--- src/rtl/spi_rrm_pkg.sv ---
// Shared types and constants for the SPI register read master.
// Used by every module of the block but the checker; depends on nothing.
package spi_rrm_pkg;

  // Bits per serial frame (address frame and data frame alike).
  localparam int unsigned FrameBits = 8;
  // Width of the bit counter within one frame.
  localparam int unsigned BitCntW = $clog2(FrameBits + 1);
  // Read flag set in the top bit of the address frame.
  localparam logic [7:0] ReadFlag = 8'h80;
  // Width of the configuration data and half-period counter.
  localparam int unsigned CfgDataW = 16;

  // Configuration register indexes.
  typedef enum logic [1:0] {
    CFG_CLOCK_POLARITY    = 2'd0,
    CFG_CLOCK_PHASE       = 2'd1,
    CFG_THREE_WIRE        = 2'd2,
    CFG_HALF_PERIOD_TICKS = 2'd3
  } cfg_idx_e;

  // Transaction phase, one-hot.
  typedef enum logic [2:0] {
    PH_IDLE = 3'b001,
    PH_ADDR = 3'b010,
    PH_DATA = 3'b100
  } phase_e;

  typedef struct packed {
    logic                clock_polarity;
    logic                clock_phase;
    logic                three_wire;
    logic [CfgDataW-1:0] half_period_ticks;
  } cfg_t;

  // One timing tick as it enters the block.
  typedef struct packed {
    logic       start_req;
    logic [6:0] reg_addr;
    logic       miso_level;
    logic       sdio_level;
  } item_t;

  // Pin and status levels after one tick.
  typedef struct packed {
    logic       cs_n;
    logic       sclk;
    logic       mosi_level;
    logic       mosi_drive;
    logic       busy_res;
    logic       done_res;
    logic [7:0] read_data;
  } res_t;

endpackage

--- src/rtl/spi_register_read_master.sv ---
// SPI register read master: each input beat is one timing tick, each tick
// gives one result beat with the pin levels after that tick.
// Path: an accepted tick waits in the input register, then the sequencer
// update is loaded into the result register, which offers the result beat.
// Throughput: one tick per cycle while the result side takes its beats.
// Reset: asynchronous, active low; sequencer idle, no beat held, half-period one.
module spi_register_read_master (
  input  logic                             clk_i,
  input  logic                             rst_ni,
  input  logic                             cfg_we_i,
  input  logic [1:0]                       cfg_idx_i,
  input  logic [spi_rrm_pkg::CfgDataW-1:0] cfg_wdata_i,
  input  logic                             in_valid_i,
  output logic                             in_stall_o,
  input  logic                             start_req_i,
  input  logic [6:0]                       reg_addr_i,
  input  logic                             miso_level_i,
  input  logic                             sdio_level_i,
  output logic                             out_valid_o,
  input  logic                             out_stall_i,
  output logic                             cs_n_o,
  output logic                             sclk_o,
  output logic                             mosi_level_o,
  output logic                             mosi_drive_o,
  output logic                             busy_res_o,
  output logic                             done_res_o,
  output logic [7:0]                       read_data_o
);

  spi_rrm_pkg::cfg_t  cfg;
  spi_rrm_pkg::item_t item_in;
  spi_rrm_pkg::item_t item_q;
  spi_rrm_pkg::res_t  res_d;
  spi_rrm_pkg::res_t  res_q;
  logic               item_valid;
  logic               out_ready;
  logic               step;

  assign item_in = '{start_req:  start_req_i,
                     reg_addr:   reg_addr_i,
                     miso_level: miso_level_i,
                     sdio_level: sdio_level_i};

  // A held tick moves into the sequencer when the result register has room.
  assign step = item_valid && out_ready;

  spi_rrm_cfg u_cfg (
    .clk_i       (clk_i),
    .rst_ni      (rst_ni),
    .cfg_we_i    (cfg_we_i),
    .cfg_idx_i   (cfg_idx_i),
    .cfg_wdata_i (cfg_wdata_i),
    .cfg_o       (cfg)
  );

  spi_rrm_in_reg u_in_reg (
    .clk_i      (clk_i),
    .rst_ni     (rst_ni),
    .in_valid_i (in_valid_i),
    .in_stall_o (in_stall_o),
    .item_i     (item_in),
    .take_i     (step),
    .valid_o    (item_valid),
    .item_o     (item_q)
  );

  spi_rrm_seq u_seq (
    .clk_i  (clk_i),
    .rst_ni (rst_ni),
    .step_i (step),
    .item_i (item_q),
    .cfg_i  (cfg),
    .res_o  (res_d)
  );

  spi_rrm_out_reg u_out_reg (
    .clk_i       (clk_i),
    .rst_ni      (rst_ni),
    .load_i      (step),
    .res_i       (res_d),
    .ready_o     (out_ready),
    .out_valid_o (out_valid_o),
    .out_stall_i (out_stall_i),
    .res_o       (res_q)
  );

  assign cs_n_o       = res_q.cs_n;
  assign sclk_o       = res_q.sclk;
  assign mosi_level_o = res_q.mosi_level;
  assign mosi_drive_o = res_q.mosi_drive;
  assign busy_res_o   = res_q.busy_res;
  assign done_res_o   = res_q.done_res;
  assign read_data_o  = res_q.read_data;

endmodule

--- src/rtl/spi_rrm_cfg.sv ---
// Configuration register file of the SPI register read master.
// Depends on spi_rrm_pkg for the register indexes and the cfg_t type.
module spi_rrm_cfg (
  input  logic                               clk_i,
  input  logic                               rst_ni,
  input  logic                               cfg_we_i,
  input  logic [1:0]                         cfg_idx_i,
  input  logic [spi_rrm_pkg::CfgDataW-1:0]   cfg_wdata_i,
  output spi_rrm_pkg::cfg_t                  cfg_o
);

  spi_rrm_pkg::cfg_t cfg_q;

  // Register writes; the index decodes to one register.
  always_ff @(posedge clk_i or negedge rst_ni) begin
    if (!rst_ni) begin
      cfg_q.clock_polarity    <= 1'b0;
      cfg_q.clock_phase       <= 1'b0;
      cfg_q.three_wire        <= 1'b0;
      cfg_q.half_period_ticks <= spi_rrm_pkg::CfgDataW'(1);
    end else if (cfg_we_i) begin
      unique case (spi_rrm_pkg::cfg_idx_e'(cfg_idx_i))
        spi_rrm_pkg::CFG_CLOCK_POLARITY:    cfg_q.clock_polarity    <= cfg_wdata_i[0];
        spi_rrm_pkg::CFG_CLOCK_PHASE:       cfg_q.clock_phase       <= cfg_wdata_i[0];
        spi_rrm_pkg::CFG_THREE_WIRE:        cfg_q.three_wire        <= cfg_wdata_i[0];
        spi_rrm_pkg::CFG_HALF_PERIOD_TICKS: cfg_q.half_period_ticks <= cfg_wdata_i;
        default: ;
      endcase
    end
  end

  assign cfg_o = cfg_q;

endmodule

--- src/rtl/spi_rrm_in_reg.sv ---
// Input register stage: holds one accepted tick until the sequencer takes it.
// Depends on spi_rrm_pkg for the item_t type.
module spi_rrm_in_reg (
  input  logic                clk_i,
  input  logic                rst_ni,
  input  logic                in_valid_i,
  output logic                in_stall_o,
  input  spi_rrm_pkg::item_t  item_i,
  input  logic                take_i,
  output logic                valid_o,
  output spi_rrm_pkg::item_t  item_o
);

  logic               valid_q;
  spi_rrm_pkg::item_t item_q;
  logic               load;

  // The stage is free when empty or when its beat moves on this cycle.
  assign in_stall_o = valid_q && !take_i;
  assign load       = in_valid_i && !in_stall_o;

  always_ff @(posedge clk_i or negedge rst_ni) begin
    if (!rst_ni) begin
      valid_q <= 1'b0;
    end else if (load) begin
      valid_q <= 1'b1;
    end else if (take_i) begin
      valid_q <= 1'b0;
    end
  end

  // Payload needs no reset.
  always_ff @(posedge clk_i) begin
    if (load) begin
      item_q <= item_i;
    end
  end

  assign valid_o = valid_q;
  assign item_o  = item_q;

endmodule

--- src/rtl/spi_rrm_seq.sv ---
// Transaction sequencer: state registers and the per-tick update that
// drives the serial clock, shifts the address out and the data byte in.
// Depends on spi_rrm_pkg for types and frame constants.
module spi_rrm_seq (
  input  logic                clk_i,
  input  logic                rst_ni,
  input  logic                step_i,
  input  spi_rrm_pkg::item_t  item_i,
  input  spi_rrm_pkg::cfg_t   cfg_i,
  output spi_rrm_pkg::res_t   res_o
);

  spi_rrm_pkg::phase_e                phase_q, phase_d;
  logic [spi_rrm_pkg::BitCntW-1:0]    bit_cnt_q, bit_cnt_d;
  logic [7:0]                         tx_q, tx_d;
  logic [7:0]                         rx_q, rx_d;
  logic [spi_rrm_pkg::CfgDataW-1:0]   tick_q, tick_d;
  logic                               half_q, half_d;

  logic [spi_rrm_pkg::CfgDataW-1:0]   period;
  logic [spi_rrm_pkg::CfgDataW:0]     tick_inc;
  logic [spi_rrm_pkg::BitCntW:0]      bit_next;
  logic                               busy, busy_d;
  logic                               line;
  logic                               done;

  // A zero half-period behaves as one tick.
  assign period   = (cfg_i.half_period_ticks == '0) ? spi_rrm_pkg::CfgDataW'(1)
                                                    : cfg_i.half_period_ticks;
  assign tick_inc = {1'b0, tick_q} + (spi_rrm_pkg::CfgDataW + 1)'(1);
  assign bit_next = {1'b0, bit_cnt_q} + (spi_rrm_pkg::BitCntW + 1)'(1);
  assign line     = cfg_i.three_wire ? item_i.sdio_level : item_i.miso_level;
  assign busy     = (phase_q == spi_rrm_pkg::PH_ADDR) || (phase_q == spi_rrm_pkg::PH_DATA);

  // Next state for one tick.
  always_comb begin
    phase_d   = phase_q;
    bit_cnt_d = bit_cnt_q;
    tx_d      = tx_q;
    rx_d      = rx_q;
    tick_d    = tick_q;
    half_d    = half_q;
    done      = 1'b0;
    if (busy) begin
      if (tick_inc >= {1'b0, period}) begin
        tick_d = '0;
        if (!half_q) begin
          // End of the first half: sample the slave line in the data frame.
          half_d = 1'b1;
          if (phase_q == spi_rrm_pkg::PH_DATA) begin
            rx_d = {rx_q[6:0], line};
          end
        end else begin
          // End of the bit: shift the address, step the bit or the phase.
          half_d = 1'b0;
          if (phase_q == spi_rrm_pkg::PH_ADDR) begin
            tx_d = {tx_q[6:0], 1'b0};
          end
          if (bit_next >= (spi_rrm_pkg::BitCntW + 1)'(spi_rrm_pkg::FrameBits)) begin
            bit_cnt_d = '0;
            if (phase_q == spi_rrm_pkg::PH_ADDR) begin
              phase_d = spi_rrm_pkg::PH_DATA;
            end else begin
              phase_d = spi_rrm_pkg::PH_IDLE;
              done    = 1'b1;
            end
          end else begin
            bit_cnt_d = bit_next[spi_rrm_pkg::BitCntW-1:0];
          end
        end
      end else begin
        tick_d = tick_inc[spi_rrm_pkg::CfgDataW-1:0];
      end
    end else begin
      phase_d = spi_rrm_pkg::PH_IDLE;
      if (item_i.start_req) begin
        phase_d   = spi_rrm_pkg::PH_ADDR;
        tx_d      = spi_rrm_pkg::ReadFlag | {1'b0, item_i.reg_addr};
        rx_d      = '0;
        bit_cnt_d = '0;
        tick_d    = '0;
        half_d    = 1'b0;
      end
    end
  end

  // Pin levels show the state after this tick.
  assign busy_d = (phase_d == spi_rrm_pkg::PH_ADDR) || (phase_d == spi_rrm_pkg::PH_DATA);

  always_comb begin
    res_o.cs_n       = !busy_d;
    res_o.sclk       = busy_d ? (cfg_i.clock_polarity ^ cfg_i.clock_phase ^ half_d)
                              : cfg_i.clock_polarity;
    res_o.mosi_level = (phase_d == spi_rrm_pkg::PH_ADDR) ? tx_d[7] : 1'b0;
    res_o.mosi_drive = !((phase_d == spi_rrm_pkg::PH_DATA) && cfg_i.three_wire);
    res_o.busy_res   = busy_d;
    res_o.done_res   = done;
    res_o.read_data  = done ? rx_q : 8'h00;
  end

  // State update on each tick that the sequencer takes.
  always_ff @(posedge clk_i or negedge rst_ni) begin
    if (!rst_ni) begin
      phase_q   <= spi_rrm_pkg::PH_IDLE;
      bit_cnt_q <= '0;
      tx_q      <= '0;
      rx_q      <= '0;
      tick_q    <= '0;
      half_q    <= 1'b0;
    end else if (step_i) begin
      phase_q   <= phase_d;
      bit_cnt_q <= bit_cnt_d;
      tx_q      <= tx_d;
      rx_q      <= rx_d;
      tick_q    <= tick_d;
      half_q    <= half_d;
    end
  end

endmodule

--- src/rtl/spi_rrm_out_reg.sv ---
// Result register: holds one result beat until the receiver takes it.
// Depends on spi_rrm_pkg for the res_t type.
module spi_rrm_out_reg (
  input  logic               clk_i,
  input  logic               rst_ni,
  input  logic               load_i,
  input  spi_rrm_pkg::res_t  res_i,
  output logic               ready_o,
  output logic               out_valid_o,
  input  logic               out_stall_i,
  output spi_rrm_pkg::res_t  res_o
);

  logic              valid_q;
  spi_rrm_pkg::res_t res_q;

  // A new beat may enter when empty or when the held beat leaves now.
  assign ready_o = !valid_q || !out_stall_i;

  always_ff @(posedge clk_i or negedge rst_ni) begin
    if (!rst_ni) begin
      valid_q <= 1'b0;
    end else if (load_i) begin
      valid_q <= 1'b1;
    end else if (!out_stall_i) begin
      valid_q <= 1'b0;
    end
  end

  always_ff @(posedge clk_i) begin
    if (load_i) begin
      res_q <= res_i;
    end
  end

  assign out_valid_o = valid_q;
  assign res_o       = res_q;

endmodule

--- config.mk ---
export PLATFORM = sky130hd
export DESIGN_NAME = spi_register_read_master
export DESIGN_NICKNAME = d
export VERILOG_FILES = /design/src/rtl/spi_rrm_pkg.sv /design/src/rtl/spi_register_read_master.sv /design/src/rtl/spi_rrm_cfg.sv /design/src/rtl/spi_rrm_in_reg.sv /design/src/rtl/spi_rrm_seq.sv /design/src/rtl/spi_rrm_out_reg.sv
export SDC_FILE = /design/constraint.sdc
export NUM_CORES = 1
export LEC_CHECK = 0
export BUFFER_PORTS_ARGS = -buffer_cell sky130_fd_sc_hd__buf_2
export CAP_MARGIN = 20
export CORE_ASPECT_RATIO = 0.5
export CORE_UTILIZATION = 53
export DETAILED_ROUTE_END_ITERATION = 7
export PLACE_DENSITY = 0.73
export SLEW_MARGIN = 20
export SYNTH_ARGS = -nofsm -noshare
export SYNTH_HDL_FRONTEND = slang
export SYNTH_SLANG_ARGS = --single-unit
--- constraint.sdc ---
create_clock -name clk_i -period 3.45 [get_ports clk_i]
set_input_delay 0.69 -clock clk_i [delete_from_list [all_inputs] [get_ports clk_i]]
set_output_delay 0.69 -clock clk_i [all_outputs]
set_load 0.005 [all_outputs]
==> flow_summary.html, run 1 <==
<table>
<tr><th>Metric</th><th>Value</th></tr>
<tr><th colspan="2">Floorplanning</th></tr>
<tr><td>Die Height</td><td>~65 µm</td></tr>
<tr><td>Core Box Area</td><td>7510 µm²</td></tr>
<tr><td>Area of the die</td><td>8340 µm²</td></tr>
<tr><td>Die width</td><td>about 130 µm</td></tr>
<tr><td>I/O pin cnt</td><td>49</td></tr>
<tr><td>Initial cell density of the core</td><td>56.1%</td></tr>
<tr><td>Cell Rows</td><td>22</td></tr>
<tr><th colspan="2">Power and ir drop</th></tr>
<tr><td>Net switching fraction of the power</td><td>a little under a third</td></tr>
<tr><td>Net switching component of the power</td><td>0.949 mW</td></tr>
<tr><td>Leak pwr</td><td>between 2 and 2.5 nW</td></tr>
<tr><td>Relative contribution of the clock network to total power</td><td>between 20 and 30%</td></tr>
<tr><td>Peak ir drop on the vdd network</td><td>440 µV</td></tr>
<tr><td>Internal power</td><td>2.03 mW</td></tr>
<tr><td>Comb power frac</td><td>26.0%</td></tr>
<tr><td>Sequential power share</td><td>between 40 and 50%</td></tr>
<tr><td>Power density of the placed cells</td><td>about 590 nW/µm²</td></tr>
<tr><td>Post-layout power</td><td>2.98 mW</td></tr>
<tr><th colspan="2">Setup path</th></tr>
<tr><td>Arrival @ worst endpoint</td><td>3430 ps</td></tr>
<tr><td>Biggest fanout along the worst timing path</td><td>6</td></tr>
<tr><td>Required time of the critical path</td><td>3540 ps</td></tr>
<tr><td>Worst R2R Start</td><td>u_seq.tick_q[1]</td></tr>
<tr><td>Register-to-Register Path Depth</td><td>14</td></tr>
<tr><td>Startpoint of the most critical setup path</td><td>u_seq.tick_q[1]</td></tr>
<tr><td>Startpoint type of the worst setup path</td><td>flip-flop</td></tr>
<tr><td>Critical path start-end classification</td><td>reg2reg</td></tr>
<tr><td>Endpoint of the lowest-slack register-to-register path</td><td>u_out_reg.res_o[10]</td></tr>
<tr><td>Internal reg-to-reg setup slack</td><td>100 ps</td></tr>
<tr><td>Capturing element type of the critical path</td><td>flip-flop</td></tr>
<tr><th colspan="2">Timing</th></tr>
<tr><td>Post-route clock period utilization</td><td>between 90% and 100%</td></tr>
<tr><td>Minimum setup slack in the final design</td><td>around 100 ps</td></tr>
<tr><td>Maximum clock skew at final layout</td><td>between 7 and 8 ps</td></tr>
<tr><td>Achievable frequency</td><td>299 MHz</td></tr>
<tr><td>Slew HR</td><td>between 40% and 50%</td></tr>
<tr><td>Final Hold Violating Endpoints</td><td>0</td></tr>
<tr><td>Total negative slack</td><td>0 ps</td></tr>
<tr><td>Worst hold margin</td><td>294 ps</td></tr>
<tr><td>RSZ-0062 raised after global routing</td><td>yes</td></tr>
<tr><td>Finish-stage setup viols</td><td>0</td></tr>
<tr><td>Minimum clock period after layout</td><td>3350 ps</td></tr>
<tr><td>Least-Margin Pin Slew</td><td>854 ps</td></tr>
<tr><td>Pins Over Slew Limit</td><td>0</td></tr>
<tr><th colspan="2">CTS</th></tr>
<tr><td>Library cell used as clock root buffer</td><td>clkbuf_16</td></tr>
<tr><td>Number of clock buffers inserted by TritonCTS</td><td>9</td></tr>
<tr><td>Deepest level of the CTS H-tree</td><td>3</td></tr>
<tr><td>Insertion delay of the later-clocked pin in the worst-skew pair</td><td>340 ps</td></tr>
<tr><td>Count of clock tree sinks</td><td>85</td></tr>
<tr><td>Clock-pin slew on the worst setup and hold paths</td><td>around 60 ps</td></tr>
<tr><td>Maximum clock insertion buffer count</td><td>2</td></tr>
<tr><td>Number of hold-repair buffers added at the cts stage</td><td>0</td></tr>
<tr><td>CTS tree</td><td>yes</td></tr>
<tr><th colspan="2">Logic synthesis</th></tr>
<tr><td>Gate count of the mapped netlist</td><td>roughly 390</td></tr>
<tr><td>Share of flip-flops with an asynchronous set or reset after synthesis</td><td>71.8%</td></tr>
<tr><td>Top flip-flop cell by instance count after synthesis</td><td>dfrtp_1</td></tr>
<tr><td>Most area-hungry cell type in the Yosys netlist</td><td>dfrtp_1</td></tr>
<tr><td>Post-synth top area share</td><td>35.0%</td></tr>
<tr><td>Synth Area per Inst</td><td>roughly 11 µm²</td></tr>
<tr><td>Sequential share of the synthesized area</td><td>53.4%</td></tr>
<tr><td>Yosys cell types</td><td>51</td></tr>
<tr><td>Count of flip-flops with a built-in enable after synthesis</td><td>24</td></tr>
<tr><td>Summed instance area of the synthesized netlist</td><td>4220 µm²</td></tr>
<tr><td>Synth Register Bits</td><td>85</td></tr>
<tr><td>Post-Syn Nets</td><td>437</td></tr>
<tr><td>Count of synthesis-stage warnings from yosys</td><td>0</td></tr>
<tr><td>Most area-consuming cells after synthesis</td><td>dfrtp_1 (35%), edfxtp_1 (17%), ha_1 (5.6%), mux2_2 (5.3%), o21ai_0 (3.7%)</td></tr>
<tr><th colspan="2">Global route</th></tr>
<tr><td>Largest net degree at the start of global routing</td><td>43</td></tr>
<tr><td>Total GRT Usage</td><td>between 20% and 30%</td></tr>
<tr><td>Wire length of the first global-routing pass</td><td>14.5 mm</td></tr>
<tr><td>Overflow after GRT</td><td>0</td></tr>
<tr><td>Number of global-route vias before repair</td><td>about 3200</td></tr>
<tr><td>Antenna violations before repair</td><td>0</td></tr>
<tr><th colspan="2">Route</th></tr>
<tr><td>Antenna-violating nets left</td><td>0</td></tr>
<tr><td>Detailed-route vias per instance</td><td>5.54</td></tr>
<tr><td>Post-DR wirelength/cell</td><td>roughly 15 µm</td></tr>
<tr><td>Drt initial violations</td><td>166</td></tr>
<tr><td>Number of DRC violations after detailed routing</td><td>0</td></tr>
<tr><td>Total via count in the routed design</td><td>3134</td></tr>
<tr><td>Number of detailed-routing iterations run before antenna repair</td><td>4</td></tr>
<tr><td>Post-detailed-routing wire length</td><td>between 8 and 9 mm</td></tr>
<tr><th colspan="2">Cells and area</th></tr>
<tr><td>Final nets</td><td>505</td></tr>
<tr><td>Final Cell Area</td><td>5080 µm²</td></tr>
<tr><td>Post-synthesis to final-layout area growth</td><td>20.4%</td></tr>
<tr><td>Ant diodes</td><td>0</td></tr>
<tr><td>Fraction of layout instances using a drive strength above 1</td><td>27.1%</td></tr>
<tr><th colspan="2">Job</th></tr>
<tr><td>Number of max-cap violations</td><td>0</td></tr>
<tr><th colspan="2">Place</th></tr>
<tr><td>Placement Setup Slack</td><td>-142 ps</td></tr>
<tr><td>DP HPWL</td><td>about 6 mm</td></tr>
<tr><td>Buffers on Ports</td><td>48</td></tr>
<tr><td>Instance area at placement</td><td>4650 µm²</td></tr>
<tr><td>Global placement routability congestion</td><td>0.901</td></tr>
<tr><th colspan="2">Outcome</th></tr>
<tr><td>Run status</td><td>finished, final reports clean</td></tr>
<tr><th colspan="2">Worst hold path</th></tr>
<tr><td>Tightest Hold Check Type</td><td>in2async</td></tr>
</table>
-- per-stage QoR --
| stage | util [%] | cells |
|---|---|---|
| after floorplan | - | 385 |
| after global placement | 61.9 | 546 |
| after detailed placement | 61.9 | 546 |
| after CTS | 65.9 | 562 |
| after global routing | 67.5 | 566 |
| final | 67.5 | 566 |
-- power by group through the flow --
stage / Clock [mW] / Combinational [mW] / Sequential (mW)
3_5_place_dp: 0 / 0.701 / 1.35
4_1_cts: 0.892 / 0.727 / 1.33
5_1_grt: 0.931 / 0.864 / 1.36
6_report: 0.865 / 0.773 / 1.34
3_3_place_gp: 0 / 0.664 / 1.34
2_1_floorplan: 0 / 0.498 / 1.31
-- layout by cell type, fill, tap and decap left out, types with 6 or more instances in the layout --
cell type / count
a21oi_1: 8
a22o_1: 8
a22oi_1: 6
and2_1: 15
buf_2: 48
buf_4: 17
clkbuf_16: 9
dfrtp_1: 58
edfxtp_1: 24
ha_1: 18
inv_1: 23
mux2_2: 20
nand2_1: 37
nand2b_1: 12
nand3_1: 15
nor2_1: 15
o21ai_0: 31
xnor2_1: 6
xor2_1: 6
-- sequential cells by signal (all words and copies together), names as in the netlist, 3 cells and up --
name / flops
u_cfg.cfg_o: 19
u_in_reg.item_o: 10
u_out_reg.res_o: 14
u_seq.bit_cnt_q: 4
u_seq.phase_q: 3
u_seq.rx_q: 8
u_seq.tick_q: 16
u_seq.tx_q: 8
-- worst max-delay path by stage --
stage / end / cells after the start
2_1_floorplan: u_out_reg.res_o[10] / 14
3_3_place_gp: u_seq.rx_q[3] / 13
6_report: u_out_reg.res_o[10] / 14
5_1_grt: u_out_reg.res_o[10] / 14
3_5_place_dp: u_seq.rx_q[3] / 13
4_1_cts: u_out_reg.res_o[10] / 14
-- critical path, cell delays in order (launching register included) --
cell and delay [ps]:
dfrtp_1 410, ha_4 170, nand3_1 100, inv_1 110, nand3_4 130, nor2_2 150
and4_1 250, xor2_2 80, ha_1 310, nand4_1 140, or3_1 400, o21a_2 250
or2_2 350, mux2i_1 170, nand3b_1 80
-- synth_stat cells (2+ instances only) --
cell type / count
a41o_1: 3
mux2i_1: 4
nand2b_1: 12
dfrtp_1: 59
nor2_1: 19
or2_2: 2
o22ai_1: 2
xnor2_1: 7
nand3_1: 18
ha_1: 19
a21oi_1: 8
inv_1: 23
or3_1: 3
edfxtp_1: 24
clkbuf_1: 6
a22oi_1: 6
nor4_1: 5
xor2_1: 8
nor2b_1: 2
mux2_2: 20
o21ai_0: 31
and4_1: 2
and3_1: 2
and2_1: 15
dfstp_2: 2
a21o_1: 5
nor3_1: 3
a22o_1: 8
o31ai_1: 4
nand2_1: 38
nand4_1: 5
-- logic make-up (layout without fill, tap and decap cells) --
group	count (synthesis)	after routing	synth area share [%]
DFF	85	85	53.4
buffers and inverters	32	105	2.97
muxes	24	24	6.29
and+or+nand+nor	130	130	15.6
xor gates and xnor gates	15	15	3.12
AOI/OAI and AO/OA	80	80	13.0
adders and majority gates	19	19	5.64
-- routing by layer --
layer	wire, µm	vias up	track usage, %	share of wire, %
li1	-	1518	-	-
met1	3820	1530	27.8	45
met2	4190	66	38.3	49
met3	285	20	6.69	3.4
met4	175	0	10.7	2.1
met5	0	-	0	0
-- cell type report --
class	count	area, µm²
multi-input combinational	268	1960
tap	108	135
clock inverter	6	38.8
clock buffer	10	229
inverter	24	90.1
timing repair buffer	65	368
fill	556	2440
sequential	85	2250
-- what timing repair did --
| action | CTS | global route |
|---|---|---|
| pin swaps | 0 | 9 |
| cloned | 0 | 0 |
| setup endpoints to repair | 10 | 43 |
| resized for setup | 5 | 18 |
| setup buffers | 0 | 4 |
(Power assumes the default switching activity.)
==> inputs of run 2 (changes only) <==
Settings changed: BUFFER_PORTS_ARGS -buffer_cell sky130_fd_sc_hd__buf_2 to default, CORE_UTILIZATION 53 to 55, DONT_BUFFER_PORTS from default to 1, PLACE_DENSITY 0.73 to 0.7.
Clock period 3.45 ns to 2.7 ns, I/O delays scaled along.
==> run 2 against run 1 <==
Against the previous run: critical path type unchanged; total power is 52% higher; the run now ends with setup timing left; first-iteration DRC count is 65% higher; largest cell class is now multi-input combinational cells; sequential share of layout area is 5.7 points lower; register-to-register slack worse by 570 ps; non-clock buffer count is 18 higher.
==> flow_summary.html, run 2 (synthesis results as in run 1) <==
<table>
<tr><th>Metric</th><th>Value</th></tr>
<tr><th colspan="2">Place</th></tr>
<tr><td>Instance area at placement</td><td>4860 µm² (+4.5%)</td></tr>
<tr><td>DP HPWL</td><td>6.36 mm (+5.6%)</td></tr>
<tr><td>Buffers on Ports</td><td>0 (-100%)</td></tr>
<tr><td>Global placement routability congestion</td><td>0.844 (-6.2%)</td></tr>
<tr><td>Placed insts</td><td>538 (-1.5%)</td></tr>
<tr><td>Placement Setup Slack</td><td>-479 ps (-337 ps)</td></tr>
<tr><th colspan="2">CTS</th></tr>
<tr><td>Number of clock buffers inserted by TritonCTS</td><td>9 (unchanged)</td></tr>
<tr><td>Count of clock tree sinks</td><td>85 (unchanged)</td></tr>
<tr><td>CTS tree</td><td>yes</td></tr>
<tr><td>Insertion delay of the later-clocked pin in the worst-skew pair</td><td>350 ps (about the same)</td></tr>
<tr><td>Clock-pin slew on the worst setup and hold paths</td><td>60 ps (about the same)</td></tr>
<tr><td>Library cell used as clock root buffer</td><td>clkbuf_16</td></tr>
<tr><td>Deepest level of the CTS H-tree</td><td>3 (unchanged)</td></tr>
<tr><td>Maximum clock insertion buffer count</td><td>2 (unchanged)</td></tr>
<tr><th colspan="2">Route</th></tr>
<tr><td>Post-detailed-routing wire length</td><td>10.9 mm (+29%)</td></tr>
<tr><td>Detailed-route vias per instance</td><td>5.85 (+5.7%)</td></tr>
<tr><td>Number of detailed-routing iterations run before antenna repair</td><td>4 (unchanged)</td></tr>
<tr><td>Antenna-violating nets left</td><td>0 (unchanged)</td></tr>
<tr><td>Drt initial violations</td><td>274 (+65%)</td></tr>
<tr><td>Post-DR wirelength/cell</td><td>19.0 µm (+27%)</td></tr>
<tr><td>Number of DRC violations after detailed routing</td><td>0 (unchanged)</td></tr>
<tr><td>Total via count in the routed design</td><td>3354 (+7.0%)</td></tr>
<tr><th colspan="2">Timing</th></tr>
<tr><td>Worst hold margin</td><td>28.5 ps (-265 ps)</td></tr>
<tr><td>Least-Margin Pin Slew</td><td>945 ps (+91.0 ps)</td></tr>
<tr><td>RSZ-0062 raised after global routing</td><td>yes</td></tr>
<tr><td>Maximum clock skew at final layout</td><td>11.2 ps (+4.07 ps)</td></tr>
<tr><td>Slew HR</td><td>36.8% (-6.3 points)</td></tr>
<tr><td>Post-route clock period utilization</td><td>117% (+20 points)</td></tr>
<tr><td>Final Hold Violating Endpoints</td><td>0 (unchanged)</td></tr>
<tr><td>Finish-stage setup viols</td><td>54 (+54)</td></tr>
<tr><td>Minimum setup slack in the final design</td><td>-463 ps (-567 ps)</td></tr>
<tr><td>Achievable frequency</td><td>316 MHz (+5.8%)</td></tr>
<tr><td>Pins Over Slew Limit</td><td>0 (unchanged)</td></tr>
<tr><td>Minimum clock period after layout</td><td>3160 ps (-183 ps)</td></tr>
<tr><th colspan="2">Power and ir drop</th></tr>
<tr><td>Comb power frac</td><td>32.8% (+6.8 points)</td></tr>
<tr><td>Relative contribution of the clock network to total power</td><td>28.0% (-1.1 points)</td></tr>
<tr><td>Peak ir drop on the vdd network</td><td>492 µV (+12%)</td></tr>
<tr><td>Net switching fraction of the power</td><td>34.3% (+2.4 points)</td></tr>
<tr><td>Net switching component of the power</td><td>1.55 mW (+64%)</td></tr>
<tr><td>Sequential power share</td><td>39.2% (-5.8 points)</td></tr>
<tr><td>Leak pwr</td><td>2.58 nW (+11%)</td></tr>
<tr><td>Post-layout power</td><td>4.52 mW (+52%)</td></tr>
<tr><td>Power density of the placed cells</td><td>777 nW/µm² (+33%)</td></tr>
<tr><td>Internal power</td><td>2.97 mW (+47%)</td></tr>
<tr><th colspan="2">Cells and area</th></tr>
<tr><td>Ant diodes</td><td>0 (unchanged)</td></tr>
<tr><td>Number of flip-flops in the largest register</td><td>19 (unchanged)</td></tr>
<tr><td>Final Cell Area</td><td>5820 µm² (+15%)</td></tr>
<tr><td>Post-synthesis to final-layout area growth</td><td>38.0%</td></tr>
<tr><td>Final cell count without fillers</td><td>573 (+1.2%)</td></tr>
<tr><td>Final nets</td><td>524 (+3.8%)</td></tr>
<tr><td>Fraction of layout instances using a drive strength above 1</td><td>42.8% (+16 points)</td></tr>
<tr><td>Commonest non-fill, non-tap cell in the layout</td><td>buf_4</td></tr>
<tr><td>Most frequent cells in the layout</td><td>buf_4 (64), dfrtp_1 (57), nand2_1 (30), edfxtp_1 (24), inv_1 (22)</td></tr>
<tr><th colspan="2">Global route</th></tr>
<tr><td>Wire length of the first global-routing pass</td><td>17.0 mm (+17%)</td></tr>
<tr><td>Antenna violations before repair</td><td>0 (unchanged)</td></tr>
<tr><td>Largest net degree at the start of global routing</td><td>60 (+40%)</td></tr>
<tr><td>Total GRT Usage</td><td>28.1% (+5.2 points)</td></tr>
<tr><td>Overflow after GRT</td><td>0 (unchanged)</td></tr>
<tr><td>Number of global-route vias before repair</td><td>3562 (+11%)</td></tr>
<tr><th colspan="2">Setup path</th></tr>
<tr><td>Biggest fanout along the worst timing path</td><td>7 (+1)</td></tr>
<tr><td>Startpoint type of the worst setup path</td><td>flip-flop</td></tr>
<tr><td>Internal reg-to-reg setup slack</td><td>-460 ps (-570 ps)</td></tr>
<tr><td>Most used cell, CP</td><td>nand3_4</td></tr>
<tr><td>Cell type of the slowest stage on the worst timing path</td><td>dfrtp_1</td></tr>
<tr><td>Register-to-Register Path Depth</td><td>17 (+3)</td></tr>
<tr><td>Arrival @ worst endpoint</td><td>3410 ps (-20 ps)</td></tr>
<tr><td>Critical path start-end classification</td><td>reg2reg</td></tr>
<tr><td>Required time of the critical path</td><td>2940 ps (-600 ps)</td></tr>
<tr><td>Startpoint of the most critical setup path</td><td>u_seq.tick_q[1]</td></tr>
<tr><td>Endpoint of the lowest-slack register-to-register path</td><td>u_seq.bit_cnt_q[0]</td></tr>
<tr><td>Capturing element type of the critical path</td><td>flip-flop</td></tr>
<tr><td>Worst R2R Start</td><td>u_seq.tick_q[1]</td></tr>
<tr><td>Worst path cell trace</td><td>ha_4 -&gt; nand3_4 -&gt; inv_2 -&gt; nand3_4 -&gt; nor2_4 -&gt; nand2_1 -&gt; xnor2_1 -&gt; ha_1 -&gt; o21ai_0 -&gt; o21ai_1 -&gt; a32oi_2 -&gt; o211ai_1 -&gt; buf_4 -&gt; buf_6 -&gt; nand2b_4 -&gt; nor4_4 -&gt; a21o_1</td></tr>
<tr><td>Slowest cell delay on critical path</td><td>420 ps (about the same)</td></tr>
<tr><th colspan="2">Floorplanning</th></tr>
<tr><td>Initial cell density of the core</td><td>57.2% (+1.0 points)</td></tr>
<tr><td>Area of the die</td><td>8040 µm² (-3.5%)</td></tr>
<tr><td>Core Box Area</td><td>7380 µm² (-1.8%)</td></tr>
<tr><td>Die width</td><td>126 µm (-1.8%)</td></tr>
<tr><td>I/O pin cnt</td><td>49 (unchanged)</td></tr>
<tr><td>Cell Rows</td><td>22 (unchanged)</td></tr>
<tr><td>Die Height</td><td>63.9 µm (-1.8%)</td></tr>
<tr><th colspan="2">Outcome</th></tr>
<tr><td>Failing checks</td><td>setup timing</td></tr>
<tr><td>Run status</td><td>complete, but fails checks</td></tr>
<tr><th colspan="2">Job</th></tr>
<tr><td>Number of max-cap violations</td><td>0 (unchanged)</td></tr>
<tr><th colspan="2">Worst hold path</th></tr>
<tr><td>Tightest Hold Check Type</td><td>in2async</td></tr>
</table>
## run 2: cell count changes in the layout (fill, tap and decap cells not counted), sizes merged
cell      delta
buf         +18
clkinv       -4
inv          +2
bufinv       +1
clkinvlp     +1
nor2         +1
## run 2: power by group through the flow
stage	Sequential [mW]	Clock [mW]	Combinational, mW
final	1.77	1.26	1.49
after global routing	1.80	1.33	1.61
after CTS	1.74	1.28	1.26
after detailed placement	1.74	0	1.02
after global placement	1.73	0	0.971
after floorplan	1.69	0	0.670
## run 2: final cells by class
| type | instances | area [µm²] |
|---|---|---|
| multi-input combinational | 269 | 2320 |
| sequential | 85 | 2250 |
| fill | 422 | 1560 |
| timing repair buffer | 83 | 739 |
| clock buffer | 10 | 229 |
| tap | 96 | 120 |
| inverter | 24 | 90.1 |
| clock inverter | 6 | 68.8 |
## run 2: worst max path at each step
stage | end | slack [ps] | cells after the start
2_1_floorplan | u_out_reg.res_o[10] | -310 | 14
3_3_place_gp | u_out_reg.res_o[2] | -380 | 13
3_5_place_dp | u_seq.tx_q[4] | -480 | 16
4_1_cts | u_out_reg.res_o[10] | -420 | 14
5_1_grt | u_seq.bit_cnt_q[0] | -610 | 17
6_report | u_seq.bit_cnt_q[0] | -460 | 17
## run 2: critical path, delay by kind of cell (launching register included)
| family | cells | cell delay (ps) |
|---|---|---|
| simple gates | 6 | 600 |
| buf+inv | 3 | 380 |
| fa+ha+maj | 2 | 490 |
| flops | 1 | 420 |
| xor+xnor | 1 | 280 |
| compound gates | 5 | 860 |
## run 2: stage by stage
step / TNS [ps] / util [%]
2_1_floorplan: -5490 / -
3_3_place_gp: -14530 / 65.9
3_5_place_dp: -20250 / 65.9
4_1_cts: -16620 / 74.1
5_1_grt: -25280 / 78.9
6_report: -19120 / 78.9
## run 2: routing by layer
metal	wire [µm]	vias to the layer above	share of wire [%]	GRT usage (%)
met5	0	-	0	0
met4	297	0	2.7	10.7
met3	447	32	4.1	8.54
met2	5540	89	51	49.7
met1	4620	1672	42	32.6
li1	-	1561	-	-
## run 2: what timing repair did
action                                  CTS  global route
resized for setup                        54            71
setup buffers                             8             8
cloned                                    1             1
endpoints found under the setup margin   54            54
hold buffers                              1             0
hold endpoints to repair                 59             0
pin swaps                                22            44
==> inputs of run 3 (changes only) <==
Settings changed: BUFFER_PORTS_ARGS from default to -buffer_cell sky130_fd_sc_hd__buf_2, CORE_UTILIZATION 55 to 53, DONT_BUFFER_PORTS 1 to default, PLACE_DENSITY 0.7 to 0.73.
==> run 3 against run 2 <==
Against the previous run: the flow still finishes with violations (setup timing); sequential power about the same; non-clock buffer count increased by 61; maximum frequency is 2.5% lower; first-iteration DRC count decreased by 0.36%; clock power up 7%; critical endpoint is now u_out_reg.res_o[10]; highest routed layer unchanged.
==> flow_summary.html, run 3 (synthesis results as in run 1) <==
<table>
<tr><th>Metric</th><th>Value</th></tr>
<tr><th colspan="2">Timing</th></tr>
<tr><td>Pins Over Slew Limit</td><td>0 (unchanged)</td></tr>
<tr><td>Worst hold margin</td><td>362 ps (+333 ps)</td></tr>
<tr><td>Slew HR</td><td>46.3% (+9.5 points)</td></tr>
<tr><td>RSZ-0062 raised after global routing</td><td>yes</td></tr>
<tr><td>Post-route clock period utilization</td><td>120% (+3.0 points)</td></tr>
<tr><td>Least-Margin Pin Slew</td><td>806 ps (-139 ps)</td></tr>
<tr><td>Minimum setup slack in the final design</td><td>-545 ps (-82.3 ps)</td></tr>
<tr><td>Final Hold Violating Endpoints</td><td>0 (unchanged)</td></tr>
<tr><td>Total negative slack</td><td>-22260 ps (-3140 ps)</td></tr>
<tr><td>Maximum clock skew at final layout</td><td>5.07 ps (-6.14 ps)</td></tr>
<tr><td>Finish-stage setup viols</td><td>54 (unchanged)</td></tr>
<tr><td>Minimum clock period after layout</td><td>3240 ps (+82.3 ps)</td></tr>
<tr><td>Achievable frequency</td><td>308 MHz (-2.5%)</td></tr>
<tr><th colspan="2">Global route</th></tr>
<tr><td>Overflow after GRT</td><td>0 (unchanged)</td></tr>
<tr><td>Antenna violations before repair</td><td>0 (unchanged)</td></tr>
<tr><td>Wire length of the first global-routing pass</td><td>18.1 mm (+6.4%)</td></tr>
<tr><td>Total GRT Usage</td><td>29.3% (+1.2 points)</td></tr>
<tr><td>Largest net degree at the start of global routing</td><td>62 (+3.3%)</td></tr>
<tr><td>Number of global-route vias before repair</td><td>3812 (+7.0%)</td></tr>
<tr><th colspan="2">CTS</th></tr>
<tr><td>CTS tree</td><td>yes</td></tr>
<tr><td>Number of clock buffers inserted by TritonCTS</td><td>9 (unchanged)</td></tr>
<tr><td>Count of clock tree sinks</td><td>85 (unchanged)</td></tr>
<tr><td>Maximum clock insertion buffer count</td><td>2 (unchanged)</td></tr>
<tr><td>Number of hold-repair buffers added at the cts stage</td><td>0 (-1)</td></tr>
<tr><td>Library cell used as clock root buffer</td><td>clkbuf_16</td></tr>
<tr><td>Deepest level of the CTS H-tree</td><td>3 (unchanged)</td></tr>
<tr><td>Insertion delay of the later-clocked pin in the worst-skew pair</td><td>350 ps (about the same)</td></tr>
<tr><td>Clock-pin slew on the worst setup and hold paths</td><td>60 ps (about the same)</td></tr>
<tr><th colspan="2">Setup path</th></tr>
<tr><td>Biggest fanout along the worst timing path</td><td>6 (-1)</td></tr>
<tr><td>Arrival @ worst endpoint</td><td>3330 ps (-80 ps)</td></tr>
<tr><td>Required time of the critical path</td><td>2780 ps (-160 ps)</td></tr>
<tr><td>Capturing element type of the critical path</td><td>flip-flop</td></tr>
<tr><td>Startpoint type of the worst setup path</td><td>flip-flop</td></tr>
<tr><td>Critical path start-end classification</td><td>reg2reg</td></tr>
<tr><th colspan="2">Worst hold path</th></tr>
<tr><td>Tightest Hold Check Type</td><td>in2reg</td></tr>
<tr><th colspan="2">Floorplanning</th></tr>
<tr><td>Die width</td><td>128 µm (+1.8%)</td></tr>
<tr><td>Area of the die</td><td>8340 µm² (+3.7%)</td></tr>
<tr><td>Initial cell density of the core</td><td>56.1% (-1.0 points)</td></tr>
<tr><td>I/O pin cnt</td><td>49 (unchanged)</td></tr>
<tr><td>Core Box Area</td><td>7510 µm² (+1.9%)</td></tr>
<tr><td>Die Height</td><td>65.1 µm (+1.8%)</td></tr>
<tr><td>Cell Rows</td><td>22 (unchanged)</td></tr>
<tr><th colspan="2">Cells and area</th></tr>
<tr><td>Final Cell Area</td><td>6150 µm² (+5.7%)</td></tr>
<tr><td>Final cell count without fillers</td><td>646 (+13%)</td></tr>
<tr><td>Commonest non-fill, non-tap cell in the layout</td><td>buf_4</td></tr>
<tr><td>Number of flip-flops in the largest register</td><td>19 (unchanged)</td></tr>
<tr><td>Final nets</td><td>585 (+12%)</td></tr>
<tr><td>Most frequent cells in the layout</td><td>buf_4 (83), dfrtp_1 (57), buf_2 (48), nand2_1 (32), edfxtp_1 (24)</td></tr>
<tr><td>Ant diodes</td><td>0 (unchanged)</td></tr>
<tr><td>Post-synthesis to final-layout area growth</td><td>46.0%</td></tr>
<tr><td>Fraction of layout instances using a drive strength above 1</td><td>49.6% (+6.9 points)</td></tr>
<tr><td>Core Util, Final</td><td>81.9% (+3.0 points)</td></tr>
<tr><th colspan="2">Power and ir drop</th></tr>
<tr><td>Leak pwr</td><td>2.87 nW (+11%)</td></tr>
<tr><td>Post-layout power</td><td>4.61 mW (+2.0%)</td></tr>
<tr><td>Power density of the placed cells</td><td>750 nW/µm² (-3.5%)</td></tr>
<tr><td>Peak ir drop on the vdd network</td><td>575 µV (+17%)</td></tr>
<tr><th colspan="2">Outcome</th></tr>
<tr><td>Failing checks</td><td>setup timing</td></tr>
<tr><td>Run status</td><td>complete, but fails checks</td></tr>
<tr><th colspan="2">Route</th></tr>
<tr><td>Number of DRC violations after detailed routing</td><td>0 (unchanged)</td></tr>
<tr><td>Detailed-route vias per instance</td><td>5.86 (about the same)</td></tr>
<tr><td>Number of detailed-routing iterations run before antenna repair</td><td>5 (+1)</td></tr>
<tr><td>Antenna-violating nets left</td><td>0 (unchanged)</td></tr>
<tr><td>Total via count in the routed design</td><td>3785 (+13%)</td></tr>
<tr><td>Post-detailed-routing wire length</td><td>12.5 mm (+14%)</td></tr>
<tr><td>Drt initial violations</td><td>273 (-0.36%)</td></tr>
<tr><td>Post-DR wirelength/cell</td><td>19.3 µm (+1.4%)</td></tr>
<tr><th colspan="2">Place</th></tr>
<tr><td>Instance area at placement</td><td>5100 µm² (+5.0%)</td></tr>
<tr><td>Global placement routability congestion</td><td>0.873 (+3.4%)</td></tr>
<tr><td>Buffers on Ports</td><td>48 (+48)</td></tr>
<tr><td>Placed insts</td><td>598 (+11%)</td></tr>
<tr><td>DP HPWL</td><td>6.58 mm (+3.4%)</td></tr>
<tr><td>Placement Setup Slack</td><td>-491 ps (-11.7 ps)</td></tr>
<tr><th colspan="2">Job</th></tr>
<tr><td>Number of max-cap violations</td><td>0 (unchanged)</td></tr>
</table>
[run 3: final cells by class]
| type | instances | area [µm²] |
|---|---|---|
| Clock buffer | 10 | 229 |
| Multi-Input combinational cell | 269 | 2340 |
| Tap cell | 108 | 135 |
| Sequential cell | 85 | 2250 |
| Fill cell | 371 | 1360 |
| Inverter | 24 | 92.6 |
| Timing Repair Buffer | 144 | 1010 |
| Clock inverter | 6 | 93.8 |
[run 3: path summary, 6_finish.rpt]
check	end	cells past startpoint	slack, ps	start
min	u_in_reg.item_o[4]	1	360	reg_addr_i[2]
max reg2reg	u_out_reg.res_o[10]	14	-540	u_seq.tick_q[1]
min in group asynchronous	u_seq.tx_q[4]	2	370	rst_ni
min reg2reg	u_seq.tx_q[3]	2	500	u_seq.tx_q[3]
max in group asynchronous	u_seq.tick_q[0]	2	1750	rst_ni
max	u_out_reg.res_o[10]	14	-540	u_seq.tick_q[1]
[run 3: where the power goes]
group	internal, mW	switching, mW
combinational	0.690	0.831
clock	0.820	0.529
sequential	1.55	0.198
total	3.06	1.56
[run 3: worst max-delay path, stage by stage (launching register included)]
cell and delay (ps):
dfrtp_2 430, ha_4 170, nand3_4 90, inv_4 80, nand3_4 140, xnor2_1 330, ha_1 310, and4_4 200
and2_4 140, a311oi_4 280, buf_6 180, o21a_4 170, or2_4 130, mux2i_1 200, nand3b_1 120
[run 3: metal layers]
metal	part of all wire (%)	up-vias	global-route usage, %
met5	0	-	0
met4	3.9	0	14.3
met3	6.2	57	8.26
met2	51	182	52.0
met1	39	1860	33.1
li1	-	1686	-
[run 3: what timing repair did]
item / in CTS / in global routing
gates resized for setup: 70 / 52
setup buffers: 22 / 13
cloned: 1 / 1
pin swaps: 48 / 33
setup endpoints to repair: 54 / 54
